==> src/design/heater_p_control_sqrt_pwm_defines.svh <==
// Assertion macros for the heater proportional controller.
// Included by the RTL files that carry assertions; expects clk and rst_n in scope.
`ifndef HEATER_P_CONTROL_SQRT_PWM_DEFINES_SVH
`define HEATER_P_CONTROL_SQRT_PWM_DEFINES_SVH

`ifndef SYNTH
// clocked check, off while reset is asserted
`define HPCSP_ASSERT(lbl, prop, msg) \
    lbl: assert property (@(posedge clk) disable iff (!rst_n) (prop)) else $error(msg);
// clocked check that also holds during reset
`define HPCSP_ASSERT_ALWAYS(lbl, prop, msg) \
    lbl: assert property (@(posedge clk) (prop)) else $error(msg);
`else
`define HPCSP_ASSERT(lbl, prop, msg)
`define HPCSP_ASSERT_ALWAYS(lbl, prop, msg)
`endif

`endif

==> src/design/hpcsp_pkg.sv <==
// Shared types and constants for the heater proportional controller.
// No dependencies; used by the top level and its serial arithmetic units.
package hpcsp_pkg;

    localparam int TEMP_W     = 16;
    localparam int GAIN_W     = 15;
    localparam int STATUS_W   = 12;
    localparam int DUTY_W     = 8;
    localparam int PCT_W      = 7;
    localparam int CNT_W      = 8;
    localparam int CFG_IDX_W  = 3;
    localparam int PROD_W     = TEMP_W + GAIN_W;
    localparam int SQRT_IN_W  = 16;
    localparam int ROOT_W     = SQRT_IN_W / 2;

    // position of the stable-temperature bit in the status word
    localparam int STABLE_BIT = 8;

    localparam logic [STATUS_W-1:0] STATUS_KEEP_MASK = 12'h0F3F;
    localparam logic [STATUS_W-1:0] BAND_LOW_BIT     = 12'h0040;
    localparam logic [STATUS_W-1:0] BAND_HIGH_BIT    = 12'h0080;
    localparam logic [STATUS_W-1:0] ENABLE_BIT       = 12'h0008;
    localparam logic [DUTY_W-1:0]   DUTY_MAX         = 8'hFF;
    localparam logic [CNT_W-1:0]    CNT_STABLE       = 8'hFF;

    // configuration register indexes
    localparam logic [CFG_IDX_W-1:0] REG_SETPOINT     = 3'd0;
    localparam logic [CFG_IDX_W-1:0] REG_GAIN_PROP    = 3'd1;
    localparam logic [CFG_IDX_W-1:0] REG_MARGIN_LOW   = 3'd2;
    localparam logic [CFG_IDX_W-1:0] REG_MARGIN_HIGH  = 3'd3;
    localparam logic [CFG_IDX_W-1:0] REG_STABLE_TICKS = 3'd4;

    // status of a serial arithmetic unit
    typedef struct packed {
        logic busy;
        logic done;     // one-cycle pulse, result valid in that cycle
    } unit_stat_t;

endpackage

==> src/design/hpcsp_mul.sv <==
// Bit-serial shift-add multiplier: |error| times gain, one gain bit per cycle.
// Depends on hpcsp_pkg.
module hpcsp_mul
(
    input  logic                                clk,
    input  logic                                rst_n,
    input  logic                                start,
    input  logic [hpcsp_pkg::TEMP_W-1:0]        mag,
    input  logic [hpcsp_pkg::GAIN_W-1:0]        gain,
    output hpcsp_pkg::unit_stat_t               stat,
    output logic [hpcsp_pkg::PROD_W-1:0]        product
);

    localparam int STEP_W = $clog2(hpcsp_pkg::GAIN_W);

    logic [hpcsp_pkg::TEMP_W-1:0] acc_reg;
    logic [hpcsp_pkg::GAIN_W-1:0] q_reg;
    logic [hpcsp_pkg::TEMP_W-1:0] mag_reg;
    logic [STEP_W-1:0]            step_reg;
    logic                         busy_reg;
    logic                         done_reg;
    logic [hpcsp_pkg::TEMP_W:0]   sum;

    // add the multiplicand when the current multiplier bit is set
    assign sum = {1'b0, acc_reg} + (q_reg[0] ? {1'b0, mag_reg} : '0);

    always_ff @(posedge clk or negedge rst_n)
    begin
        if (!rst_n)
        begin
            busy_reg <= 1'b0;
            done_reg <= 1'b0;
            step_reg <= '0;
        end
        else
        begin
            done_reg <= 1'b0;
            if (start)
            begin
                busy_reg <= 1'b1;
                step_reg <= '0;
            end
            else if (busy_reg)
            begin
                step_reg <= step_reg + 1'b1;
                if (step_reg == STEP_W'(hpcsp_pkg::GAIN_W - 1))
                begin
                    busy_reg <= 1'b0;
                    done_reg <= 1'b1;
                end
            end
        end
    end

    always_ff @(posedge clk)
    begin
        if (start)
        begin
            acc_reg <= '0;
            q_reg   <= gain;
            mag_reg <= mag;
        end
        else if (busy_reg)
        begin
            acc_reg <= sum[hpcsp_pkg::TEMP_W:1];
            q_reg   <= {sum[0], q_reg[hpcsp_pkg::GAIN_W-1:1]};
        end
    end

    assign stat.busy = busy_reg;
    assign stat.done = done_reg;
    assign product   = {acc_reg, q_reg};

endmodule

==> src/design/hpcsp_sqrt.sv <==
// Digit-serial floor square root, one root bit (two radicand bits) per cycle.
// Depends on hpcsp_pkg.
module hpcsp_sqrt
(
    input  logic                                clk,
    input  logic                                rst_n,
    input  logic                                start,
    input  logic [hpcsp_pkg::SQRT_IN_W-1:0]     radicand,
    output hpcsp_pkg::unit_stat_t               stat,
    output logic [hpcsp_pkg::ROOT_W-1:0]        root
);

    localparam int RN    = hpcsp_pkg::ROOT_W;
    localparam int XN    = hpcsp_pkg::SQRT_IN_W;
    localparam int REM_W = RN + 1;
    localparam int STEP_W = $clog2(RN);

    logic [XN-1:0]     x_reg;
    logic [REM_W-1:0]  rem_reg;
    logic [RN-1:0]     root_reg;
    logic [STEP_W-1:0] step_reg;
    logic              busy_reg;
    logic              done_reg;
    logic [REM_W+1:0]  rem_sh;
    logic [REM_W+1:0]  trial;
    logic [REM_W+1:0]  diff;
    logic              fits;

    assign rem_sh = {rem_reg, x_reg[XN-1 -: 2]};
    assign trial  = {1'b0, root_reg, 2'b01};
    assign fits   = rem_sh >= trial;
    assign diff   = rem_sh - trial;

    always_ff @(posedge clk or negedge rst_n)
    begin
        if (!rst_n)
        begin
            busy_reg <= 1'b0;
            done_reg <= 1'b0;
            step_reg <= '0;
        end
        else
        begin
            done_reg <= 1'b0;
            if (start)
            begin
                busy_reg <= 1'b1;
                step_reg <= '0;
            end
            else if (busy_reg)
            begin
                step_reg <= step_reg + 1'b1;
                if (step_reg == STEP_W'(RN - 1))
                begin
                    busy_reg <= 1'b0;
                    done_reg <= 1'b1;
                end
            end
        end
    end

    always_ff @(posedge clk)
    begin
        if (start)
        begin
            x_reg    <= radicand;
            rem_reg  <= '0;
            root_reg <= '0;
        end
        else if (busy_reg)
        begin
            x_reg <= {x_reg[XN-3:0], 2'b00};
            if (fits)
            begin
                rem_reg  <= diff[REM_W-1:0];
                root_reg <= {root_reg[RN-2:0], 1'b1};
            end
            else
            begin
                rem_reg  <= rem_sh[REM_W-1:0];
                root_reg <= {root_reg[RN-2:0], 1'b0};
            end
        end
    end

    assign stat.busy = busy_reg;
    assign stat.done = done_reg;
    assign root      = root_reg;

endmodule

==> src/design/heater_p_control_sqrt_pwm.sv <==
// Top level of the heater proportional controller with square-root PWM duty.
// Depends on hpcsp_pkg, hpcsp_mul, hpcsp_sqrt and the assertion macro header.
//
//  channel  | signals                         | direction | contents
//  ---------+---------------------------------+-----------+---------------------------
//  s_       | s_tvalid s_tready s_tdata[31:0] | in        | control tick
//  m_       | m_tvalid m_tready m_tdata[31:0] | out       | duty, percent, status
//  cfg_     | cfg_valid cfg_ready cfg_index   | in        | register write
//           | cfg_data[15:0]                  |           |
//
// Steps: an enabled tick passes from its transfer through the band update, the
//   bit-serial multiplier (one gain bit a cycle), the digit-serial square root
//   (one root bit a cycle) and the percent conversion before its result is loaded.
// A tick with the enable bit clear is taken and gives no result.
// Reset: rst_n is asynchronous; only control and configuration registers are reset.
// Stalls: s_tready is high only between ticks; a pending result in the output
//   register does not block a new tick, only the loading of the next result.
// cfg_ready is always high; writes to indexes beyond the list are dropped.
`include "heater_p_control_sqrt_pwm_defines.svh"

module heater_p_control_sqrt_pwm
(
    input  logic        clk,
    input  logic        rst_n,
    // [15:0] measured_temp, [27:16] status_in, [31:28] zero
    input  logic        s_tvalid,
    output logic        s_tready,
    input  logic [31:0] s_tdata,
    // [7:0] pwm_duty, [14:8] power_percent, [26:15] status_out, [31:27] zero
    output logic        m_tvalid,
    input  logic        m_tready,
    output logic [31:0] m_tdata,
    input  logic        cfg_valid,
    output logic        cfg_ready,
    input  logic [2:0]  cfg_index,
    input  logic [15:0] cfg_data
);

    localparam logic [2:0] ST_IDLE = 3'd0;
    localparam logic [2:0] ST_BAND = 3'd1;
    localparam logic [2:0] ST_MUL  = 3'd2;
    localparam logic [2:0] ST_SQRT = 3'd3;
    localparam logic [2:0] ST_OUT  = 3'd4;

    localparam int TW = hpcsp_pkg::TEMP_W;
    localparam int SW = hpcsp_pkg::STATUS_W;
    localparam int DW = hpcsp_pkg::DUTY_W;
    localparam int PW = hpcsp_pkg::PCT_W;
    localparam int CW = hpcsp_pkg::CNT_W;

    localparam logic [CW-1:0] CNT_FULL = hpcsp_pkg::CNT_STABLE;

    // configuration
    logic signed [TW-1:0]            setpoint_reg;
    logic [hpcsp_pkg::GAIN_W-1:0]    gain_reg;
    logic signed [TW-1:0]            margin_low_reg;
    logic signed [TW-1:0]            margin_high_reg;
    logic [CW-1:0]                   stable_ticks_reg;

    // control and item state
    logic [2:0]                      state_reg;
    logic [2:0]                      state_next;
    logic [CW-1:0]                   count_reg;
    logic signed [TW-1:0]            err_reg;
    logic [SW-1:0]                   st_reg;
    logic [DW-1:0]                   duty_reg;

    // output register
    logic                            m_valid_reg;
    logic [DW-1:0]                   out_duty_reg;
    logic [PW-1:0]                   out_pct_reg;
    logic [SW-1:0]                   out_st_reg;

    logic                            in_xfer;
    logic                            cfg_xfer;
    logic                            out_load;
    logic signed [TW-1:0]            meas;
    logic [SW-1:0]                   st_in;

    // band logic
    logic                            too_low;
    logic                            too_high;
    logic                            in_band;
    logic [CW-1:0]                   count_step;
    logic                            stable;
    logic                            band_stable;
    logic [SW-1:0]                   st_new;
    logic [TW-1:0]                   mag;

    // arithmetic units
    hpcsp_pkg::unit_stat_t           mul_stat;
    hpcsp_pkg::unit_stat_t           sqrt_stat;
    logic [hpcsp_pkg::PROD_W-1:0]    product;
    logic [hpcsp_pkg::SQRT_IN_W-1:0] radicand;
    logic [hpcsp_pkg::ROOT_W-1:0]    root;
    logic                            mul_start;
    logic                            sqrt_start;

    // percent: duty * 100 / 255 via (n + n/256 + 1) / 256, exact for n < 65535
    logic [14:0]                     pct_n;
    logic [15:0]                     pct_sum;

    assign meas     = s_tdata[TW-1:0];
    assign st_in    = s_tdata[TW +: SW];
    assign s_tready = (state_reg == ST_IDLE);
    assign in_xfer  = s_tvalid && s_tready;
    assign cfg_ready = 1'b1;
    assign cfg_xfer = cfg_valid && cfg_ready;
    assign out_load = (state_reg == ST_OUT) && (!m_valid_reg || m_tready);

    // ---- configuration registers ----
    always_ff @(posedge clk or negedge rst_n)
    begin
        if (!rst_n)
        begin
            setpoint_reg     <= '0;
            gain_reg         <= 15'd9000;
            margin_low_reg   <= -16'sd2;
            margin_high_reg  <= 16'sd2;
            stable_ticks_reg <= 8'd50;
        end
        else if (cfg_xfer)
        begin
            case (cfg_index)
                hpcsp_pkg::REG_SETPOINT:     setpoint_reg     <= cfg_data;
                hpcsp_pkg::REG_GAIN_PROP:    gain_reg         <= cfg_data[14:0];
                hpcsp_pkg::REG_MARGIN_LOW:   margin_low_reg   <= cfg_data;
                hpcsp_pkg::REG_MARGIN_HIGH:  margin_high_reg  <= cfg_data;
                hpcsp_pkg::REG_STABLE_TICKS: stable_ticks_reg <= cfg_data[CW-1:0];
                default: ;
            endcase
        end
    end

    // ---- band code and in-band counter ----
    // low and in-band tests exclude each other, as do high and in-band
    assign too_low  = err_reg < margin_low_reg;
    assign too_high = err_reg > margin_high_reg;
    assign in_band  = (err_reg > margin_low_reg) && (err_reg < margin_high_reg);

    always_comb
    begin
        if (in_band)
            count_step = count_reg + 1'b1;
        else if (too_low || too_high)
            count_step = '0;
        else
            count_step = count_reg;
    end

    assign stable = (count_step == stable_ticks_reg);
    assign band_stable = (state_reg == ST_BAND) && stable;
    assign st_new = (st_reg & hpcsp_pkg::STATUS_KEEP_MASK)
                  | ((too_low  || in_band) ? hpcsp_pkg::BAND_LOW_BIT  : '0)
                  | ((too_high || in_band) ? hpcsp_pkg::BAND_HIGH_BIT : '0)
                  | (stable ? (SW'(1) << hpcsp_pkg::STABLE_BIT) : '0);

    // only a negative error gives positive drive; otherwise the product is zero
    assign mag = err_reg[TW-1] ? (~err_reg + TW'(1)) : '0;

    // ---- sequencer ----
    assign mul_start  = (state_reg == ST_BAND);
    assign sqrt_start = (state_reg == ST_MUL) && mul_stat.done;
    // root saturates at 255 once the drive reaches 2^16
    assign radicand = (|product[hpcsp_pkg::PROD_W-1:hpcsp_pkg::SQRT_IN_W])
                    ? '1 : product[hpcsp_pkg::SQRT_IN_W-1:0];

    always_comb
    begin
        state_next = state_reg;
        case (state_reg)
            ST_IDLE:
                if (in_xfer && ((st_in & hpcsp_pkg::ENABLE_BIT) != '0))
                    state_next = ST_BAND;
            ST_BAND:
                state_next = ST_MUL;
            ST_MUL:
                if (mul_stat.done)
                    state_next = ST_SQRT;
            ST_SQRT:
                if (sqrt_stat.done)
                    state_next = ST_OUT;
            ST_OUT:
                if (out_load)
                    state_next = ST_IDLE;
            default:
                state_next = ST_IDLE;
        endcase
    end

    always_ff @(posedge clk or negedge rst_n)
    begin
        if (!rst_n)
        begin
            state_reg   <= ST_IDLE;
            count_reg   <= '0;
            m_valid_reg <= 1'b0;
        end
        else
        begin
            state_reg <= state_next;
            if (state_reg == ST_BAND)
                count_reg <= stable ? CNT_FULL : count_step;
            if (out_load)
                m_valid_reg <= 1'b1;
            else if (m_tready)
                m_valid_reg <= 1'b0;
        end
    end

    // ---- item payload ----
    always_ff @(posedge clk)
    begin
        if (in_xfer)
        begin
            err_reg <= meas - setpoint_reg;
            st_reg  <= st_in;
        end
        else if (state_reg == ST_BAND)
            st_reg <= st_new;
        if (sqrt_stat.done)
            duty_reg <= root;
        if (out_load)
        begin
            out_duty_reg <= duty_reg;
            out_pct_reg  <= pct_sum[14:8];
            out_st_reg   <= st_reg;
        end
    end

    assign pct_n   = {1'b0, duty_reg, 6'b0} + {2'b0, duty_reg, 5'b0} + {5'b0, duty_reg, 2'b0};
    assign pct_sum = {1'b0, pct_n} + {9'b0, pct_n[14:8]} + 16'd1;

    hpcsp_mul u_mul
    (
        .clk     (clk),
        .rst_n   (rst_n),
        .start   (mul_start),
        .mag     (mag),
        .gain    (gain_reg),
        .stat    (mul_stat),
        .product (product)
    );

    hpcsp_sqrt u_sqrt
    (
        .clk      (clk),
        .rst_n    (rst_n),
        .start    (sqrt_start),
        .radicand (radicand),
        .stat     (sqrt_stat),
        .root     (root)
    );

    assign m_tvalid = m_valid_reg;
    assign m_tdata  = {5'b0, out_st_reg, out_pct_reg, out_duty_reg};

    // ---- checks ----
    // status_in may already carry the stable bit, so the counter is checked
    // against the band update itself
    `HPCSP_ASSERT(a_mul_in_state, mul_stat.busy |-> (state_reg == ST_MUL), "mul off phase")
    `HPCSP_ASSERT(a_sqrt_in_state, sqrt_stat.busy |-> (state_reg == ST_SQRT), "root off phase")
    `HPCSP_ASSERT(a_stable_count, band_stable |=> (count_reg == CNT_FULL), "count not full")
    `HPCSP_ASSERT(a_pct_range, m_valid_reg |-> (out_pct_reg <= 7'd100), "percent above full scale")

endmodule
==> config.mk <==
export PLATFORM = sky130hd
export DESIGN_NAME = heater_p_control_sqrt_pwm
export DESIGN_NICKNAME = d
export VERILOG_FILES = /design/src/design/hpcsp_pkg.sv /design/src/design/hpcsp_mul.sv /design/src/design/hpcsp_sqrt.sv /design/src/design/heater_p_control_sqrt_pwm.sv
export VERILOG_INCLUDE_DIRS = /design/src /design/src/design
export SDC_FILE = /design/constraint.sdc
export NUM_CORES = 1
export LEC_CHECK = 0
export ABC_AREA = 1
export BUFFER_PORTS_ARGS = -buffer_cell sky130_fd_sc_hd__buf_2
export CAP_MARGIN = 20
export CORE_ASPECT_RATIO = 1.2
export CORE_UTILIZATION = 55
export CTS_BUF_LIST = sky130_fd_sc_hd__clkbuf_16
export DETAILED_ROUTE_END_ITERATION = 12
export PLACE_DENSITY = 0.74
export SYNTH_ARGS = -nofsm -noshare
export SYNTH_HDL_FRONTEND = slang
export SYNTH_HIERARCHICAL = 1
export SYNTH_SLANG_ARGS = --single-unit
==> constraint.sdc <==
create_clock -name clk -period 4.88 [get_ports clk]
set_input_delay 0.244 -clock clk [delete_from_list [all_inputs] [get_ports clk]]
set_output_delay 0.244 -clock clk [all_outputs]
set_load 0.01 [all_outputs]
## Word-level counts from Yosys, hierarchy flattened

Index checks and enable logic that the tools add are counted.

| word-level totals | value |
|---|---|
| input port bits | 56 |
| output and inout bits | 35 |
| logic and storage cells | 123 |
| flip-flop bits (word level) | 237 |

| operators by class | value |
|---|---|
| add/subtract/negate cells | 11 |
| reduce and logical (&&, ||, !) cells | 23 |
| bitwise logic cells | 4 |
| muxes and demuxes | 39 |
| equal/unequal tests | 15 |
| order comparisons | 5 |

Operator list:

| operator | number |
|---|---|
| two-way mux 16 bit | 4 |
| > comparator 16 bit | 2 |
| less-than comparator 16 bit | 2 |
| two-way mux 8 bit | 4 |
| two-way mux 15 bit | 2 |
| two-way mux 12 bit | 2 |
| two-way mux 3 bit | 6 |
| two-way mux 9 bit | 2 |
| adder 16 x 17 -> 17 bit | 1 |
| adder 16 x 1 -> 16 bit (second input constant) | 1 |
| inverter 16 bit | 1 |
| subtractor 16 bit | 1 |
| adder 14 x 13 -> 15 bit | 1 |
| adder 15 x 1 -> 15 bit (second input constant) | 1 |
| adder 15 x 10 -> 15 bit | 1 |
| adder 15 x 7 -> 15 bit | 1 |
| two-way mux 1 bit | 15 |
| one-hot mux 3 bit (5 select lines) | 1 |
| OR reduction 15 bit | 1 |
| == test 3 x 2 -> 1 bit (second input constant) | 4 |
| OR 12 x 7 -> 12 bit | 1 |
| OR 12 x 8 -> 12 bit | 1 |
| OR 12 x 9 -> 12 bit | 1 |
| greater-or-equal comparator 11 x 10 -> 1 bit | 1 |
| 19 further kinds | 40 |

## Logic depth before layout (Yosys ltp)

| depth | value |
|---|---|
| depth in word-level cells | 9 |
| gate-level depth with buffers | 23 |
| mapped depth without buffers | 23 |

## By module

The synthesis kept the hierarchy.

Modules (own cells, without submodules):

| module | instances | cells each | area an instance (sq um) | sequential area each (sq um) |
|---|---|---|---|---|
| heater_p_control_sqrt_pwm | 1 | 973 | 8435.6 | 3998.8 |
| hpcsp_mul | 1 | 383 | 2986.6 | 1401.3 |
| hpcsp_sqrt | 1 | 281 | 2128.3 | 945.9 |

## Worst setup path before layout

No wires, ideal clock.

| path | value |
|---|---|
| path type | reg-to-reg |
| from | reg duty_reg[1] |
| to | reg out_pct_reg[6] (data pin) |
| setup slack | 1019 ps |
| cell stages (with the launch flop) | 21 |
| library setup time | 263 ps |
| clock period less this slack | 3861 ps |
| data required time | 4617 ps |
| arrival time | 3598 ps |
| path buffers | 0 |
| cell sequence | edfxtp_1 -> fa_1 -> ha_1 -> fa_1 -> a21oi_1 -> o21bai_1 -> nand2_1 -> a21oi_1 -> nor2_1 -> nor2_1 -> nor2_1 -> inv_1 -> a21oi_1 -> inv_1 -> ha_1 -> nand3_1 -> nand2_1 -> nand2_1 -> nor4_1 -> nand2_1 -> xor2_1 |

| on the way | value |
|---|---|
| longest elaborated chain between the ends | 4 |

Ends and longest elaborated chain:

| element | line | text |
|---|---|---|
| start, declared | heater_p_control_sqrt_pwm.sv:66 | `logic [DW-1:0] duty_reg;` |
| start signal, assigned | heater_p_control_sqrt_pwm.sv:222 | `duty_reg <= root;` |
| adder 14 x 13 -> 15 bit | heater_p_control_sqrt_pwm.sv:231 | `assign pct_n = {1'b0, duty_reg, 6'b0} + {2'b0, duty_reg, 5'b0} + {5'b0, duty_reg, 2'b0};` |
| adder 15 x 10 -> 15 bit * | heater_p_control_sqrt_pwm.sv:231 |  |
| adder 15 x 7 -> 15 bit * | heater_p_control_sqrt_pwm.sv:232 | `assign pct_sum = {1'b0, pct_n} + {9'b0, pct_n[14:8]} + 16'd1;` |
| adder 15 x 1 -> 15 bit * | heater_p_control_sqrt_pwm.sv:232 |  |
| net pct_sum[14] | heater_p_control_sqrt_pwm.sv:101 | `logic [15:0] pct_sum;` |
| end signal, assigned | heater_p_control_sqrt_pwm.sv:226 | `out_pct_reg <= pct_sum[14:8];` |
| end, declared | heater_p_control_sqrt_pwm.sv:71 | `logic [PW-1:0] out_pct_reg;` |

The timed path passes the listed nets; every way through them passes the cells marked *.
A chain may end at the register's enable or synchronous reset.

## Final worst setup path

| path | value |
|---|---|
| from | reg duty_reg[0] |
| to | reg out_pct_reg[6] (data pin) |

The elaborated chain is that of the path after synthesis.

==> results list <==
- Summing all flip-flop and latch instances after layout gives 0.00635 sq mm.
- The routed layout has 10500 vias.
- Clock Root Buffer: sky130_fd_sc_hd__clkbuf_16
* Total power density per cell area: 555 mW/mm^2
- The die covers 0.0252 sq mm.
* Hold Violations, Final: 0
- In this run the horizontal extent of the chip is 145 um.
- In the final routed layout, each cell accounts on average for 13.5 um.
- Worst hold margin: 0.0199 ns
- Port Buffers: 80
* Total gr overflow: 0
- The number of hold buffers added after CTS was 1.
* Num ports: 91
- The worst setup path is launched from a register.
- Data arrival time of the critical path: 4.53 ns
- The worst setup path is of the register to register kind.
* Area of the core: 0.0240 sq mm
* Final setup violation count: 0
* DRC violation total after the first TritonRoute iteration: 680
- In this run, post-CTS repair resized a total of 0 instances.
* Number of filler cells placed in the layout: 2072
- CTS saw 237 sinks.
- Derived from the worst setup path, the maximum achievable clock frequency is 235 MHz.
* Final design area excluding fillers: 0.0150 sq mm
- The routed design could run at a clock period as short as 4.26 ns.
* Count of maximum capacitance violations: 0
- In the synthesized netlist, the number of instances is 1635.
* Max FO, Critical Path: 4
- The max-slew violation total from the final report came to 0.
* Proportion of layout cells with a drive suffix above 1: 12.1%
* Dpl hpwl: 20200 um
- Number of placed instances with taps included: 2005
- TritonCTS buffer count: 25
- The design draws 8.33 mW.
- After synthesis, the mean cell area works out to 8.28 sq um.
* Static Leakage: 7.57 nW
- RePlAce Congestion: 0.911
- Setup repair after global routing left no endpoint under its margin.
- Post-layout nets: 1873
- CTS tree: yes
- Layout overhead on the synthesized area: 11.0%
* Number of cell instances on the worst register-to-register path: 20
- Total length of routed wires: 27600 um
* Post-CTS clock slew at the launch and capture registers of the worst setup and hold paths: 0.06 ns
* Largest net degree at the start of global routing: 49
- Rows: 62
- Share of the core filled with cells: 62.5%
* Clock latency reported for the late side of the worst-skew pair: 0.52 ns
* Slew margin rel.: 30.3%
- Max rail drop VDD: 0.000431 V
- Instance area at placement: 0.0142 sq mm
- The initial antenna violation count came to 0.
- Maximum clock insertion buffer count: 3
- Prior to clock tree synthesis, the placed netlist has a worst setup slack of 0.600 ns.
* Crit path capture type: register
- Counting instances, the worst hold path has a depth of 3.
- At the pin with the least slew margin, the transition time is 1.04 ns.
- The repair_antennas step left the layout with diodes totalling 0.
- Number of global-route vias before repair: 10000
- Data on the critical path is required at its endpoint by 5.14 ns.
- Number of setup buffers added after CTS: 0
- In the finished design, the share of the clock period the worst path needs comes to 87.3%.
- Final Instance Count excl. Fillers: 2052
- The Yosys step of the flow raised 6 warnings.
- The min-delay analysis places its worst path in the category input port to register.
- Summing every instance area after synthesis gives 0.0135 sq mm.
- Summing all multi-input logic gate instances after layout gives 0.00595 sq mm.
* Number of routed nets with antenna violations: 0
* Number of search-and-repair iterations in the first detailed-routing pass: 5
- After routing, the total negative slack on setup checks comes to 0 ns.
* Count of unresolved DRC violations after routing: 0
- In this run the number of H-tree levels came out at 1.
- Initial core utilization: 56.3%
- Run status: completed
* Die H: 174 um
- The worst path meets setup with 0.618 ns of slack.
- The first global-routing pass estimated 46400 um of wire.
- Global routing used 22.3% of the available tracks.
* Clock Skews: 0.00817 ns
- Dividing the detail-routed via count by the number of cells gives 5.11.
-- power breakdown --
part / leakage, nW / switching [mW] / internal (mW)
Sequential: 2.45 / 0.385 / 2.80
Combinational: 4.72 / 2.14 / 1.17
Clock: 0.399 / 0.796 / 1.04
-- cell usage in the layout (no fill, tap or decap), types with 8 or more instances in the layout --
cell / count
sky130_fd_sc_hd__dfstp_2: 24
sky130_fd_sc_hd__a21oi_1: 68
sky130_fd_sc_hd__dfxtp_1: 33
sky130_fd_sc_hd__nand2_2: 10
sky130_fd_sc_hd__clkbuf_16: 28
sky130_fd_sc_hd__xor2_1: 22
sky130_fd_sc_hd__edfxtp_1: 110
sky130_fd_sc_hd__nand2_1: 467
sky130_fd_sc_hd__a21oi_2: 12
sky130_fd_sc_hd__buf_2: 79
sky130_fd_sc_hd__ha_1: 96
sky130_fd_sc_hd__o22ai_1: 8
sky130_fd_sc_hd__inv_1: 278
sky130_fd_sc_hd__o21ai_1: 9
sky130_fd_sc_hd__o21ai_0: 97
sky130_fd_sc_hd__nor3_1: 17
sky130_fd_sc_hd__xnor2_1: 10
sky130_fd_sc_hd__nand4_1: 12
sky130_fd_sc_hd__nor2_1: 102
sky130_fd_sc_hd__dfrtp_1: 70
sky130_fd_sc_hd__nand3_1: 64
-- worst max-delay path, cell delays in order, from the launching register on --
cell and delay, ns:
sky130_fd_sc_hd__edfxtp_1 0.48, sky130_fd_sc_hd__fa_1 0.51, sky130_fd_sc_hd__ha_1 0.25, sky130_fd_sc_hd__fa_1 0.41, sky130_fd_sc_hd__a21oi_1 0.16, sky130_fd_sc_hd__o21bai_1 0.10, sky130_fd_sc_hd__nand2_1 0.07, sky130_fd_sc_hd__a21oi_1 0.05
sky130_fd_sc_hd__nor2_1 0.16, sky130_fd_sc_hd__nor2_1 0.06, sky130_fd_sc_hd__nor2_1 0.08, sky130_fd_sc_hd__inv_1 0.04, sky130_fd_sc_hd__a21oi_1 0.18, sky130_fd_sc_hd__inv_1 0.07, sky130_fd_sc_hd__ha_1 0.27, sky130_fd_sc_hd__nand3_1 0.07
sky130_fd_sc_hd__nand2_1 0.10, sky130_fd_sc_hd__nand2_1 0.10, sky130_fd_sc_hd__nor4_1 0.53, sky130_fd_sc_hd__nand2_1 0.13, sky130_fd_sc_hd__xor2_1 0.17
-- final cells by class --
type                    instances  area share (%)
flip-flops and latches        237            42.2
well taps                     320            2.66
clock buffers                  28            4.66
clock inverters                17           0.633
multi-input cells            1079            39.6
inverters                     284            7.10
repair buffers                 87            3.10
-- worst paths after layout --
| check | startpoint | to | slack, ns |
|---|---|---|---|
| min in group asynchronous | rst_n | count_reg[4] | 0.29 |
| min reg2reg | st_reg[7] | out_st_reg[7] | 0.42 |
| min | cfg_data[15] | margin_low_reg[15] | 0.02 |
| max in group asynchronous | rst_n | margin_high_reg[4] | 3.51 |
| max | duty_reg[0] | out_pct_reg[6] | 0.62 |
| max reg2reg | duty_reg[0] | out_pct_reg[6] | 0.62 |
-- metal layers --
layer	vias to the layer above	track usage, %	routed length (um)
li1	5390	-	-
met1	4834	27.9	11900
met2	210	40.8	13900
met3	50	2.32	1120
met4	0	6.40	642
met5	-	0	0
(Power assumes the default switching activity.)
